<file path="config.mk">
export PLATFORM = sky130hd
export DESIGN_NAME = dv64_stage
export DESIGN_NICKNAME = d
export VERILOG_FILES = /design/src/rtl/dv64_pkg.sv /design/src/rtl/dv64_stage.sv
export SDC_FILE = /design/constraint.sdc
export NUM_CORES = 1
export LEC_CHECK = 0
export ABC_AREA = 0
export ABC_CLOCK_PERIOD_IN_PS = 9100
export BUFFER_PORTS_ARGS = -buffer_cell sky130_fd_sc_hd__buf_4
export CAP_MARGIN = 20
export CORE_AREA = 2 2 153 155
export CTS_CLUSTER_DIAMETER = 80
export DETAILED_ROUTE_END_ITERATION = 8
export DIE_AREA = 0 0 155 157
export PLACE_DENSITY_LB_ADDON = 0.3
export SETUP_SLACK_MARGIN = 0.3
export SYNTH_ARGS = -nofsm -noshare
export SYNTH_HDL_FRONTEND = slang
export SYNTH_SLANG_ARGS = --single-unit
</file>
<file path="constraint.sdc">
create_clock -name clk -period 9.1 [get_ports clk]
set_input_delay 1.365 -clock clk [delete_from_list [all_inputs] [get_ports clk]]
set_output_delay 1.365 -clock clk [all_outputs]
set_load 0.02 [all_outputs]
</file>
<file path="src/rtl/dv64_pkg.sv">
package dv64_pkg;

	// Width of each dividend, divisor, quotient and remainder field
	localparam int unsigned FIELD_W = 64;

	// Default working width of the divider
	localparam int unsigned DATA_WIDTH_DEF = 64;

	// Stream payload widths
	localparam int unsigned IN_TDATA_W  = 2 * FIELD_W;
	localparam int unsigned OUT_TDATA_W = 2 * FIELD_W;
	localparam int unsigned OUT_TUSER_W = 1;

endpackage

</file>
<file path="src/rtl/dv64_stage.sv">
module dv64_stage #(
	parameter int unsigned DATA_WIDTH = dv64_pkg::DATA_WIDTH_DEF
) (
	input  logic                  clk,
	input  logic                  arst_n,
	// upstream side
	input  logic                  vld_in,
	output logic                  rdy_up,
	input  logic [DATA_WIDTH-1:0] rem_in,
	input  logic [DATA_WIDTH-1:0] numq_in,
	input  logic [DATA_WIDTH-1:0] den_in,
	input  logic                  dbz_in,
	// downstream side
	output logic                  vld_out,
	input  logic                  rdy_dn,
	output logic [DATA_WIDTH-1:0] rem_out,
	output logic [DATA_WIDTH-1:0] numq_out,
	output logic [DATA_WIDTH-1:0] den_out,
	output logic                  dbz_out
);
	import dv64_pkg::*;

	logic                  bit_in;
	logic [DATA_WIDTH-1:0] cand;
	logic [DATA_WIDTH:0]   diff;
	logic                  ge;
	logic [DATA_WIDTH-1:0] rem_nx;
	logic [DATA_WIDTH-1:0] numq_nx;

	logic                  vld_s;
	logic [DATA_WIDTH-1:0] rem_s;
	logic [DATA_WIDTH-1:0] numq_s;
	logic [DATA_WIDTH-1:0] den_s;
	logic                  dbz_s;

	// Shift the next dividend bit into the partial remainder, kept to DATA_WIDTH bits
	assign bit_in = numq_in[DATA_WIDTH-1];
	assign cand   = {rem_in[DATA_WIDTH-2:0], bit_in};

	// Trial subtract; no borrow means the quotient bit is set
	assign diff    = {1'b0, cand} - {1'b0, den_in};
	assign ge      = ~diff[DATA_WIDTH];
	assign rem_nx  = ge ? diff[DATA_WIDTH-1:0] : cand;
	// Dividend bits leave at the top while quotient bits enter at the bottom
	assign numq_nx = {numq_in[DATA_WIDTH-2:0], ge};

	// Take a new beat when this stage is empty or its beat moves on
	assign rdy_up = ~vld_s | rdy_dn;

	always_ff @(posedge clk or negedge arst_n) begin
		if (!arst_n) begin
			vld_s <= 1'b0;
		end else if (rdy_up) begin
			vld_s <= vld_in;
		end
	end

	// Load the payload only with a valid beat
	always_ff @(posedge clk) begin
		if (rdy_up && vld_in) begin
			rem_s  <= rem_nx;
			numq_s <= numq_nx;
			den_s  <= den_in;
			dbz_s  <= dbz_in;
		end
	end

	assign vld_out  = vld_s;
	assign rem_out  = rem_s;
	assign numq_out = numq_s;
	assign den_out  = den_s;
	assign dbz_out  = dbz_s;

endmodule

</file>
==> qor.txt <==
outcome = complete, no violations
leakage dissipation = 6.35 nW
final hold slack = 0.563 ns
maximum VDD drop = 110 µV
Die Height = 157 µm
core area = 0.0225 mm²
Layout Area Growth over Synthesis = 35.3%
P_int = 0.00171 W
number of setup buffers added after CTS = 0
later-pin clock latency in the skew report = 0.43 ns
YS warnings = 0
clock root buffer master = clkbuf_16
fraction of the mapped netlist area in simple logic gates = 10.8%
grt ovf = 0
CTS Buf Count = 17
DRT Pass-1 Iters = 5
number of flops mapped to enable cells by yosys = 193
Startpoint Class = input port
# fillers = 1,840
area of the mapped netlist = 0.0107 mm²
die area = 0.0243 mm²
fin util = 64.2%
number of max-cap violations = 0
post-synth top area share = 54.3%
Yosys cell types = 58
Slew @ Worst Pin = 0.961 ns
post-route setup slack = 4.16 ns
pwr dens = 171 mW/mm²
CP Data Required Time = 9.28 ns
H-tree levels = 4
Max transition margin = 35.8%
clock share of power = 30.5%
antenna violations before repair = 3
Post-CTS Resized = 0
RSZ-0062 raised after global routing = false
Pwr Total = 0.00248 W
Fin. Hold Viols = 0
hold_buf cts = 0
Sink Count = 194
Routed WL = 30,200 µm
Fmax achieved = 203 MHz
switching power of the nets = 0.000771 W
Hold WC Path Type = reg -> reg
Seq pwr share = 43.8%
worst slack, placed = 3.67 ns
CTS tree = built
CP Max Fanout = 41
main combinational cell family by area after synthesis = compound AO/OA/AOI/OAI gates
Synth area leaders = edfxtp_1 (54%), ha_1 (7.5%), o21ai_0 (4.5%)
CP Class = in -> reg
setup violators final = 0
share of cells above drive strength 1 = 32.0%
routed length per instance = 18.0 µm
starting density of the core = 47.4%
synth cell count leaders = edfxtp_1 (193), nand2_1 (120), o21ai_0 (96), a21oi_1 (90), inv_1 (87)
vias = 8,919
period utilization = 54.3%
post-layout minimum cycle time = 4.94 ns
CP Data Arrival Time = 5.11 ns
syn nets = 1,258
compound-gate portion of the synthesized area = 17.5%
DR iter-0 viols = 643
antenna-violating nets left = 0
dpl hpwl = 23,700 µm
Slew Viols, Final = 0
GR Util All Layers = 23.9%
Synth area leader = edfxtp_1
FFs w/ async S/R, synth = 0.515%
post-synthesis sequential area ratio = 54.5%
port bufs = 390
crit end category = register
Clock Tree Buf Depth = 2
mux cell area share after synthesis = 0.410%
final RePlAce weighted congestion = 0.956
width of the die = 155 µm
first-pass GRT wire length = 45,000 µm
area share of fa/ha/maj cells after synthesis = 7.69%
Comb power frac = 25.8%
Clock Skew = 0.0119 ns
vias in the first global route = 8,492
DRC = 0
Cells after Synth = 996
top_reg_cell synth = edfxtp_1
Synth Area in XOR/XNOR = 4.60%
DR vias/cell = 5.32
Avg Cell Area, Syn = 10.7 µm²
num rows = 55
IO Pins = 392
largest net degree at the start of global routing = 71
final-stage net count = 1,638
count leader, synth = edfxtp_1
switch share = 31.1%
Synth Register Bits = 194
setup tns final = 0 ns
register clock-pin slew on the reported worst setup and hold paths = 0.08 ns
layer usage:
layer,track usage (%),vias up,routed length (µm)
li1,-,4394,-
met4,9.48,0,942
met1,29.0,4152,12000
met3,5.31,42,2190
met5,0,-,0
met2,41.4,331,15100
final cells by class:
type	instances	area [µm²]	share of cell area, %
sequential	194	5820	40.3
multi-input combinational	682	4380	30.3
timing repair buffer	394	2960	20.5
inverter	87	327	2.26
clock inverter	14	165	1.14
antenna	3	7.51	0.0520
clock buffer	18	429	2.97
tap	285	357	2.47
worst paths after layout:
kind / startpoint / end / slack, ns / cells after the start
min in group asynchronous: arst_n / vld_out / 0.69 / 1
worst max register to register: vld_out / rem_out[41] / 6.60 / 3
max in group asynchronous: arst_n / vld_out / 8.33 / 1
worst min-delay path: vld_out / vld_out / 0.56 / 2
worst max-delay path: rem_in[4] / rem_out[31] / 4.16 / 12
worst min register to register: vld_out / vld_out / 0.56 / 2
power groups by stage:
stage / Combinational (W) / Sequential (W) / Clock, W
after floorplan: 0.000308 / 0.00119 / 0
after global placement: 0.000625 / 0.00110 / 0
after detailed placement: 0.000635 / 0.00110 / 0
after CTS: 0.000637 / 0.00108 / 0.000768
after global routing: 0.000695 / 0.00109 / 0.000798
final: 0.000638 / 0.00108 / 0.000755
metrics by stage:
step,cell area (µm²),instances
global route,14400,1677
floorplan,10700,996
CTS,14400,1674
detailed placement,13800,1642
finish,14400,1677
global placement,13800,1642
kinds of logic after synthesis:
| family | Yosys count |
|---|---|
| multiplexers | 4 |
| AND/OR/NAND/NOR | 252 |
| buffers and inverters | 120 |
| flip-flops | 194 |
| XOR/XNOR | 56 |
| AO/OA/AOI/OAI | 305 |
| adder cells (fa/ha/maj) | 65 |
placed cells by master (no fill, tap or decap), types with 4 or more instances in the layout:
cell type / count
nand3_1: 12
clkinv_8: 4
edfxtp_1: 193
nand2b_1: 10
a211oi_1: 6
nor2_1: 43
buf_4: 394
a21boi_0: 4
a21oi_1: 90
nor2b_1: 5
nand4_1: 18
ha_1: 64
o21a_1: 6
nand2_1: 120
o211ai_1: 6
nor3_1: 12
inv_1: 87
and3_1: 7
a31oi_1: 10
clkbuf_16: 17
o21ai_0: 96
a31o_2: 4
a21o_1: 30
o21bai_1: 19
and2_1: 5
clkinv_4: 5
xnor2_1: 30
nor4_1: 6
xor2_1: 26
o21ai_1: 7
or3_1: 4
state kept, by name, indices dropped and copies added (netlist names):
signal    count
vld_out       1
rem_out      64
numq_out     64
den_out      64
dbz_out       1
worst max-delay path, stage by stage:
cell	delay, ns
buf_4	0.11
ha_1	0.36
a21o_1	0.21
a211o_1	0.30
o21ai_2	0.21
o211ai_1	0.22
a221oi_4	0.39
o21ai_2	0.20
a21oi_4	0.79
buf_4	0.49
inv_1	0.17
mux2_2	0.30
Power figures use the tool's default switching activity.
